[src/design/gvie_pkg.sv]
// ----------------------------------------------------------------------------
// gvie_pkg: shared types and constants of the group varint integer encoder
// Word layouts of both channels, configuration indexes and the command and
// status bundles that join the controller to the datapath.
// ----------------------------------------------------------------------------
package gvie_pkg;

  localparam int unsigned ValueW  = 32;
  localparam int unsigned CountW  = 4;
  localparam int unsigned CfgIdxW = 2;
  localparam int unsigned CfgDatW = 4;

  // Configuration register indexes
  localparam logic [CfgIdxW-1:0] CfgIntLimit = 2'd0;
  localparam logic [CfgIdxW-1:0] CfgLogging  = 2'd1;

  localparam logic [CountW-1:0] IntLimitRst = 4'd15;
  localparam logic              LoggingRst  = 1'b1;

  typedef struct packed {
    logic [ValueW-1:0] value;
    logic              record_last;
  } in_item_t;

  typedef struct packed {
    logic [7:0]        out_byte;
    logic              byte_valid;
    logic              is_flag_byte;
    logic              group_end;
    logic              record_end;
    logic [CountW-1:0] int_count;
    logic              overflow;
  } out_item_t;

  typedef enum logic [1:0] {
    EmitFlag = 2'd0,
    EmitByte = 2'd1,
    EmitMark = 2'd2
  } emit_kind_e;

  typedef struct packed {
    logic       absorb;
    logic       emit;
    emit_kind_e emit_kind;
  } cmd_t;

  typedef struct packed {
    logic enabled;
    logic flush;
    logic mark;
    logic byte_final;
    logic out_free;
  } sts_t;

  // Size code (bytes minus one) of the shortest little-endian form
  function automatic logic [1:0] len_code(input logic [ValueW-1:0] v);
    logic [1:0] c;
    if (v[31:24] != 8'h00) begin
      c = 2'd3;
    end else if (v[23:16] != 8'h00) begin
      c = 2'd2;
    end else if (v[15:8] != 8'h00) begin
      c = 2'd1;
    end else begin
      c = 2'd0;
    end
    return c;
  endfunction

endpackage

[src/design/gvie_datapath.sv]
// ----------------------------------------------------------------------------
// gvie_datapath: group buffer, counters and output word register
// Holds the open group, the record counters and the configuration, and
// builds each output word on command from the controller.
// ----------------------------------------------------------------------------
module gvie_datapath (
  input  logic                           clk_i,
  input  logic                           rst_ni,
  input  logic                           cfg_valid_i,
  input  logic [gvie_pkg::CfgIdxW-1:0]   cfg_index_i,
  input  logic [gvie_pkg::CfgDatW-1:0]   cfg_wdata_i,
  input  gvie_pkg::in_item_t             in_data_i,
  input  gvie_pkg::cmd_t                 cmd_i,
  output gvie_pkg::sts_t                 sts_o,
  input  logic                           out_stall_i,
  output logic                           out_valid_o,
  output gvie_pkg::out_item_t            out_data_o
);

  logic [gvie_pkg::ValueW-1:0] vals_q [4];
  logic [2:0]                  fill_q, fill_d;
  logic [7:0]                  flag_q, flag_d;
  logic [gvie_pkg::CountW-1:0] count_q, count_d;
  logic                        ovf_q, ovf_d;
  logic                        last_q, last_d;
  logic [1:0]                  slot_q, slot_d;
  logic [1:0]                  bidx_q, bidx_d;
  logic [gvie_pkg::CountW-1:0] limit_q;
  logic                        enable_q;
  logic                        out_valid_q, out_valid_d;
  gvie_pkg::out_item_t         out_q, out_d;

  logic                        take;
  logic [2:0]                  fill_inc;
  logic [1:0]                  in_code;
  logic [gvie_pkg::ValueW-1:0] cur_val;
  logic [1:0]                  cur_code;
  logic [7:0]                  cur_byte;
  logic                        int_done;
  logic                        byte_final;
  logic                        out_free;

  assign take     = (count_q < limit_q);
  assign fill_inc = fill_q + 3'd1;
  assign in_code  = gvie_pkg::len_code(in_data_i.value);

  assign cur_val  = vals_q[slot_q];
  assign cur_code = flag_q[{slot_q, 1'b0} +: 2];
  assign int_done = (bidx_q == cur_code);
  assign byte_final = int_done && (slot_q == 2'(fill_q - 3'd1));
  assign out_free = !out_valid_q || !out_stall_i;

  always_comb begin
    case (bidx_q)
      2'd0:    cur_byte = cur_val[7:0];
      2'd1:    cur_byte = cur_val[15:8];
      2'd2:    cur_byte = cur_val[23:16];
      default: cur_byte = cur_val[31:24];
    endcase
  end

  always_comb begin
    sts_o.enabled    = enable_q;
    sts_o.flush      = (take && (fill_inc == 3'd4)) ||
                       (in_data_i.record_last && (take || (fill_q != 3'd0)));
    sts_o.mark       = in_data_i.record_last && !sts_o.flush;
    sts_o.byte_final = byte_final;
    sts_o.out_free   = out_free;
  end

  always_comb begin
    fill_d      = fill_q;
    flag_d      = flag_q;
    count_d     = count_q;
    ovf_d       = ovf_q;
    last_d      = last_q;
    slot_d      = slot_q;
    bidx_d      = bidx_q;
    out_d       = out_q;
    out_valid_d = out_valid_q && out_stall_i;

    if (cmd_i.absorb) begin
      last_d = in_data_i.record_last;
      if (take) begin
        flag_d  = flag_q | (8'(in_code) << {fill_q[1:0], 1'b0});
        fill_d  = fill_inc;
        count_d = count_q + 4'd1;
      end else begin
        ovf_d = 1'b1;
      end
    end

    if (cmd_i.emit) begin
      out_valid_d = 1'b1;
      case (cmd_i.emit_kind)
        gvie_pkg::EmitFlag: begin
          out_d.out_byte     = flag_q;
          out_d.byte_valid   = 1'b1;
          out_d.is_flag_byte = 1'b1;
          out_d.group_end    = 1'b0;
          out_d.record_end   = 1'b0;
          out_d.int_count    = count_q;
          out_d.overflow     = 1'b0;
          slot_d = 2'd0;
          bidx_d = 2'd0;
        end
        gvie_pkg::EmitByte: begin
          out_d.out_byte     = cur_byte;
          out_d.byte_valid   = 1'b1;
          out_d.is_flag_byte = 1'b0;
          out_d.group_end    = byte_final;
          out_d.record_end   = byte_final && last_q;
          out_d.int_count    = count_q;
          out_d.overflow     = byte_final && last_q && ovf_q;
          if (int_done) begin
            slot_d = slot_q + 2'd1;
            bidx_d = 2'd0;
          end else begin
            bidx_d = bidx_q + 2'd1;
          end
          // Close the group, and the record too when it ends here
          if (byte_final) begin
            fill_d = 3'd0;
            flag_d = 8'h00;
            if (last_q) begin
              count_d = '0;
              ovf_d   = 1'b0;
            end
          end
        end
        gvie_pkg::EmitMark: begin
          out_d.out_byte     = 8'h00;
          out_d.byte_valid   = 1'b0;
          out_d.is_flag_byte = 1'b0;
          out_d.group_end    = 1'b1;
          out_d.record_end   = 1'b1;
          out_d.int_count    = count_q;
          out_d.overflow     = ovf_q;
          fill_d  = 3'd0;
          flag_d  = 8'h00;
          count_d = '0;
          ovf_d   = 1'b0;
        end
        default: begin
          out_valid_d = out_valid_q && out_stall_i;
        end
      endcase
    end
  end

  always_ff @(posedge clk_i or negedge rst_ni) begin
    if (!rst_ni) begin
      fill_q      <= 3'd0;
      flag_q      <= 8'h00;
      count_q     <= '0;
      ovf_q       <= 1'b0;
      last_q      <= 1'b0;
      slot_q      <= 2'd0;
      bidx_q      <= 2'd0;
      out_valid_q <= 1'b0;
      limit_q     <= gvie_pkg::IntLimitRst;
      enable_q    <= gvie_pkg::LoggingRst;
    end else begin
      fill_q      <= fill_d;
      flag_q      <= flag_d;
      count_q     <= count_d;
      ovf_q       <= ovf_d;
      last_q      <= last_d;
      slot_q      <= slot_d;
      bidx_q      <= bidx_d;
      out_valid_q <= out_valid_d;
      if (cfg_valid_i) begin
        case (cfg_index_i)
          gvie_pkg::CfgIntLimit: limit_q  <= cfg_wdata_i;
          gvie_pkg::CfgLogging:  enable_q <= cfg_wdata_i[0];
          default: ;
        endcase
      end
    end
  end

  // Group buffer and output word: payload only
  always_ff @(posedge clk_i) begin
    if (cmd_i.absorb && take) begin
      vals_q[fill_q[1:0]] <= in_data_i.value;
    end
    out_q <= out_d;
  end

  assign out_valid_o = out_valid_q;
  assign out_data_o  = out_q;

endmodule

[src/design/gvie_ctrl.sv]
// ----------------------------------------------------------------------------
// gvie_ctrl: sequencing of the group varint encoder
// Takes one input word at a time and steps the datapath through the flag
// byte, the value bytes or the empty-record marker.
// ----------------------------------------------------------------------------
module gvie_ctrl (
  input  logic           clk_i,
  input  logic           rst_ni,
  input  logic           in_valid_i,
  output logic           in_stall_o,
  input  gvie_pkg::sts_t sts_i,
  output gvie_pkg::cmd_t cmd_o
);

  localparam logic [1:0] StIdle = 2'd0;
  localparam logic [1:0] StFlag = 2'd1;
  localparam logic [1:0] StByte = 2'd2;
  localparam logic [1:0] StMark = 2'd3;

  logic [1:0] state_q, state_d;

  always_comb begin
    state_d         = state_q;
    cmd_o.absorb    = 1'b0;
    cmd_o.emit      = 1'b0;
    cmd_o.emit_kind = gvie_pkg::EmitFlag;
    case (state_q)
      StIdle: begin
        if (in_valid_i && sts_i.enabled) begin
          cmd_o.absorb = 1'b1;
          if (sts_i.flush) begin
            state_d = StFlag;
          end else if (sts_i.mark) begin
            state_d = StMark;
          end
        end
      end
      StFlag: begin
        cmd_o.emit_kind = gvie_pkg::EmitFlag;
        if (sts_i.out_free) begin
          cmd_o.emit = 1'b1;
          state_d    = StByte;
        end
      end
      StByte: begin
        cmd_o.emit_kind = gvie_pkg::EmitByte;
        if (sts_i.out_free) begin
          cmd_o.emit = 1'b1;
          if (sts_i.byte_final) begin
            state_d = StIdle;
          end
        end
      end
      StMark: begin
        cmd_o.emit_kind = gvie_pkg::EmitMark;
        if (sts_i.out_free) begin
          cmd_o.emit = 1'b1;
          state_d    = StIdle;
        end
      end
      default: begin
        state_d = StIdle;
      end
    endcase
  end

  always_ff @(posedge clk_i or negedge rst_ni) begin
    if (!rst_ni) begin
      state_q <= StIdle;
    end else begin
      state_q <= state_d;
    end
  end

  assign in_stall_o = (state_q != StIdle);

endmodule

[src/design/group_varint_int_encoder.sv]
// ----------------------------------------------------------------------------
// group_varint_int_encoder: byte-wide group varint packer for 32-bit integers
// Buffers up to four integers, then emits the flag byte and the shortest
// little-endian form of each integer, one byte word per cycle unless stalled.
// ----------------------------------------------------------------------------
// Usage:
//  - Input channel (in_valid_i / in_stall_o / in_data_i): one integer per
//    word, with record_last closing the record. Accepted when valid is high,
//    stall is low and logging is on.
//  - Output channel (out_valid_o / out_stall_i / out_data_o): one byte word
//    per result; group_end marks the last word caused by an input word,
//    record_end the last word of a record, where overflow is also valid.
//  - Configuration (cfg_valid_i / cfg_ready_o): index 0 sets the integer
//    limit, index 1 enables logging. Always ready; write only when idle.
//  - An input word that causes no output is only absorbed in the idle state;
//    one that gives the empty-record marker also passes through StMark. One
//    that closes a group emits the flag byte and its N value bytes (up to 16)
//    through the single byte-wide output register; the flag byte passes
//    through StFlag and then the output register before it is on the output.
//  - Reset clears the group, counters and output valid flag and restores the
//    limit to 15 with logging on.
//  - A stalled output word holds; the controller waits, so the input side
//    stalls until the last word of the run in progress is in the output register.
// ----------------------------------------------------------------------------
module group_varint_int_encoder (
  input  logic                         clk_i,
  input  logic                         rst_ni,
  input  logic                         in_valid_i,
  output logic                         in_stall_o,
  input  gvie_pkg::in_item_t           in_data_i,
  output logic                         out_valid_o,
  input  logic                         out_stall_i,
  output gvie_pkg::out_item_t          out_data_o,
  input  logic                         cfg_valid_i,
  output logic                         cfg_ready_o,
  input  logic [gvie_pkg::CfgIdxW-1:0] cfg_index_i,
  input  logic [gvie_pkg::CfgDatW-1:0] cfg_wdata_i
);

  gvie_pkg::cmd_t cmd;
  gvie_pkg::sts_t sts;

  // Configuration writes are always taken and land on the next clock edge
  assign cfg_ready_o = 1'b1;

  gvie_ctrl u_ctrl (
    .clk_i      (clk_i),
    .rst_ni     (rst_ni),
    .in_valid_i (in_valid_i),
    .in_stall_o (in_stall_o),
    .sts_i      (sts),
    .cmd_o      (cmd)
  );

  gvie_datapath u_datapath (
    .clk_i       (clk_i),
    .rst_ni      (rst_ni),
    .cfg_valid_i (cfg_valid_i),
    .cfg_index_i (cfg_index_i),
    .cfg_wdata_i (cfg_wdata_i),
    .in_data_i   (in_data_i),
    .cmd_i       (cmd),
    .sts_o       (sts),
    .out_stall_i (out_stall_i),
    .out_valid_o (out_valid_o),
    .out_data_o  (out_data_o)
  );

endmodule

[config.mk]
export PLATFORM = sky130hd
export DESIGN_NAME = group_varint_int_encoder
export DESIGN_NICKNAME = d
export VERILOG_FILES = /design/src/design/gvie_pkg.sv /design/src/design/gvie_datapath.sv /design/src/design/gvie_ctrl.sv /design/src/design/group_varint_int_encoder.sv
export SDC_FILE = /design/constraint.sdc
export NUM_CORES = 1
export LEC_CHECK = 0
export BUFFER_PORTS_ARGS = -buffer_cell sky130_fd_sc_hd__buf_2
export CAP_MARGIN = 20
export CORE_MARGIN = 1.5
export CORE_UTILIZATION = 55
export DETAILED_ROUTE_END_ITERATION = 10
export PLACE_DENSITY = 0.75
export SETUP_SLACK_MARGIN = 0.02
export SLEW_MARGIN = 20
export SYNTH_ARGS = -nofsm -noshare
export SYNTH_HDL_FRONTEND = slang
export SYNTH_SLANG_ARGS = --single-unit
[constraint.sdc]
create_clock -name clk_i -period 4.52 [get_ports clk_i]
set_input_delay 0 -clock clk_i [delete_from_list [all_inputs] [get_ports clk_i]]
set_output_delay 0 -clock clk_i [all_outputs]
set_load 0.1 [all_outputs]
==> impl_metrics.ini <==
[global_route]
grt_start_max_net_pins = 40
globalRoute.busiestLayer = met2
global_route.overflow_total = 0
grt_pass1_vias = 4216
use_met3_pct = 4.84
overall_routing_resource_usage_pct = 23.9
global_route.usage.met1_pct = 31.7
global_route_wire_length_before_repair_mm = 23.4
number_of_antenna_violations_at_the_first_check_in_global_routing = 0
grt_util_met2_pct = 38.7

[clock_tree]
cts_max_level = 4
tritoncts = done
cts-root-buf = sky130_fd_sc_hd__clkbuf_16
cts_resized = 0
cts.sinks = 174
tritoncts_buffers = 17
clk_transition_reported_paths_ps = 60
cts-root-to-sink-buffers = 2
clock_insertion_delay_worst_skew_ps = 430

[synthesis]
count_of_distinct_cell_types_in_the_synthesized_netlist = 50
post_synth_xor_area_fraction_pct = 1.10
ys_seq_area_share_pct = 70.8
post_synth_instance_area_mm2 = 0.00718
yosys_most_used_dff = sky130_fd_sc_hd__edfxtp_1
post_synth_edffs = 145
yosys.area_share.adder_pct = 2.27
compound_gate_fraction_of_synth_area_pct = 6.03
async_flop_share_pct = 16.7
syn_inst = 417
synth_seq_cells = 174
post-synth-top-count-cell = sky130_fd_sc_hd__edfxtp_1
largest_area_contributor_in_the_netlist = sky130_fd_sc_hd__edfxtp_1
dominant_combinational_cell_family_by_area_after_synthesis = multiplexers
synth_fp_nets = 474
post_synth_most_frequent_cells = 145 x sky130_fd_sc_hd__edfxtp_1, 29 x sky130_fd_sc_hd__mux4_2, 27 x sky130_fd_sc_hd__nor2_1
synth.area.mux_share_pct = 11.3
synth.avg_cell_area_um2 = 17.2
ys.warnings.count = 0
post_synth_and_or_nand_nor_area_fraction_pct = 5.94
synthDominantCellAreaShare_pct = 60.6
ys_top_cells_by_area = sky130_fd_sc_hd__edfxtp_1 61%, sky130_fd_sc_hd__mux4_2 9.1%, sky130_fd_sc_hd__dfrtp_1 8.4%, sky130_fd_sc_hd__ha_1 2.3%, sky130_fd_sc_hd__dfstp_2 1.8%

[sta]
worst_clock_skew_ps = 6.71
timing_hold_violations_final = 0
final_critical_path_setup_slack_ps = 1620
tns_ps = 0
finalWorstPathRequiredPeriod_ps = 2900
slew_hr_pct = 40.6
period_share_pct = 64.2
maxSlewViolCount = 0
timing.final.setup_violations = 0
timing.fmax_ghz = 0.345
grt_setup_unrepaired = no
worst_slew_pin_slew_ps = 885

[routing]
first_pass_iters = 5
detail_route.drc_violations = 0
drt_iter0_markers = 387
post_drt_via_cell_ratio = 5.86
antenna_violating_nets_post_route = 0
post_drt_wl_per_cell_um = 20.7
vias = 4204
drt_wl_total_mm = 14.8

[power]
power.density_mw_per_mm2 = 602
vdd.ir_drop.worst_mv = 0.354
power.leakage_uw = 0.00315

[layout]
flow.area_growth_from_synthesis_pct = 20.6
antenna_cells_inserted = 0
final_layout_size_suffix_gt1_share_pct = 25.7
count_of_nets_after_finishing = 590

[setup_path]
critical-path-max-stage-delay_ps = 520
criticalPathCategory = reg2reg
critPathMaxFanout = 28
timing.critical_path.to_type = flip-flop
crit_slowest_cell = sky130_fd_sc_hd__dfstp_2
timing.critical_path.cells = inv_1, ha_1, or2_1, a21oi_1, o21a_2, and2_1, buf_4
critical_path.startpoint_type = flip-flop
worstPathRequired_ps = 4610
cp_data_arrival_time_ps = 2990

[die]
start_util_pct = 56.7
fp.dieArea_mm2 = 0.0137
die_x_um = 117
chipHeight_um = 117
placeableCoreArea_mm2 = 0.0127
fp-row-count = 41
ios = 64

[placed_design]
portBuffers = 62
gp_congestion = 0.898
dpl_worst_slack_ps = 1690
place.detailed.hpwl_mm = 9.21

[flow_run]
max-cap-violations = 0

[worst_hold_path]
path_class_of_the_lowest_slack_min_delay_path = in2reg

[outcome]
outcome = finished, final reports clean
-- flip-flops by register name, indices dropped and copies added, names as in the netlist, 2 cells and up --
| register | flops |
|---|---|
| u_datapath.vals_q | 128 |
| u_datapath.limit_q | 4 |
| u_datapath.count_q | 4 |
| u_datapath.slot_q | 2 |
| u_ctrl.state_q | 2 |
| u_datapath.flag_q | 8 |
| u_datapath.fill_q | 3 |
| u_datapath.bidx_q | 2 |
| u_datapath.out_data_o | 17 |
-- worst paths after layout --
check	start	end	slack, ps	depth (start not counted)
worst max-delay path	u_datapath.limit_q[2]$_DFFE_PN1P_	u_datapath.vals_q[0][3]$_DFFE_PP_	1620	7
worst min-delay path	cfg_index_i[0]	u_datapath.limit_q[0]$_DFFE_PN1P_	30	3
worst max register to register	u_datapath.limit_q[2]$_DFFE_PN1P_	u_datapath.vals_q[0][3]$_DFFE_PP_	1620	7
worst min register to register	u_datapath.ovf_q$_DFF_PN0_	u_datapath.ovf_q$_DFF_PN0_	490	2
max in group asynchronous	rst_ni	u_datapath.slot_q[0]$_DFFE_PN0P_	3910	2
min in group asynchronous	rst_ni	u_datapath.count_q[3]$_DFF_PN0_	140	2
-- layer usage --
metal	vias to the layer above	part of all wire (%)	wire length, um
met5	-	0	0
met4	0	3.1	456
met3	32	6.3	940
met2	200	50	7380
met1	2093	41	6050
li1	1879	-	-
-- cells in the final DEF (no fill, tap or decap), types with 3 or more instances in the layout --
cell / instances
sky130_fd_sc_hd__dfrtp_1: 23
sky130_fd_sc_hd__edfxtp_1: 145
sky130_fd_sc_hd__xnor2_1: 6
sky130_fd_sc_hd__o211ai_1: 4
sky130_fd_sc_hd__o21ai_0: 9
sky130_fd_sc_hd__a21oi_1: 18
sky130_fd_sc_hd__ha_1: 13
sky130_fd_sc_hd__clkinv_2: 3
sky130_fd_sc_hd__xor2_1: 3
sky130_fd_sc_hd__mux4_1: 3
sky130_fd_sc_hd__o2bb2ai_1: 5
sky130_fd_sc_hd__inv_1: 13
sky130_fd_sc_hd__o22ai_1: 3
sky130_fd_sc_hd__or4_1: 5
sky130_fd_sc_hd__clkinv_4: 3
sky130_fd_sc_hd__nand3_1: 11
sky130_fd_sc_hd__nand2_1: 19
sky130_fd_sc_hd__buf_2: 62
sky130_fd_sc_hd__dfstp_2: 5
sky130_fd_sc_hd__inv_6: 3
sky130_fd_sc_hd__dlygate4sd3_1: 48
sky130_fd_sc_hd__clkbuf_16: 17
sky130_fd_sc_hd__nor2_1: 27
sky130_fd_sc_hd__buf_4: 7
sky130_fd_sc_hd__mux2i_1: 6
sky130_fd_sc_hd__nor4_1: 3
sky130_fd_sc_hd__a222oi_1: 8
sky130_fd_sc_hd__mux4_2: 29
sky130_fd_sc_hd__a31oi_1: 6
sky130_fd_sc_hd__and2_1: 5
-- stage by stage --
step	hold slack, ps	total power (uW)	util [%]	std cells	area (um2)
floorplan	-296	3500	-	417	7180
global placement	60.2	3810	60.2	638	7630
detailed placement	65.5	3840	60.2	638	7630
CTS	10.7	5220	68.3	717	8660
global route	70.4	5450	68.3	717	8660
finish	32.4	5210	68.3	717	8660
-- worst max-delay path: cells and delay by family, from the launching register on --
| kind | cells | cell delay (ps) |
|---|---|---|
| DFF | 1 | 520 |
| and+or+nand+nor | 2 | 510 |
| buffers and inverters | 2 | 460 |
| AOI/OAI and AO/OA | 2 | 760 |
| adders and majority gates | 1 | 280 |
-- cell families after synthesis --
family | count (synthesis)
multiplexers | 40
XOR/XNOR | 9
flip-flops | 174
adder cells (fa/ha/maj) | 13
other | 1
AND/OR/NAND/NOR | 86
buffers and inverters | 33
AO/OA/AOI/OAI | 61
-- power by group --
part	leakage, uW	internal, uW	total (uW)	switching, uW
clock	0.000264	755	1350	595
combinational	0.00120	619	1730	1110
sequential	0.00168	1950	2140	189
-- layout make-up --
| type | instances | area [um2] |
|---|---|---|
| sequential | 174 | 5090 |
| fill | 839 | 4010 |
| multi-input combinational | 210 | 1920 |
| timing repair buffer | 117 | 843 |
| clock buffer | 18 | 429 |
| tap | 172 | 215 |
| clock inverter | 13 | 116 |
| inverter | 13 | 48.8 |
-- timing repair --
action,in CTS,in global routing
setup buffers,0,0
hold endpoints to repair,166,0
hold buffers,48,0
Note: power is estimated with default switching activity, not from simulation.
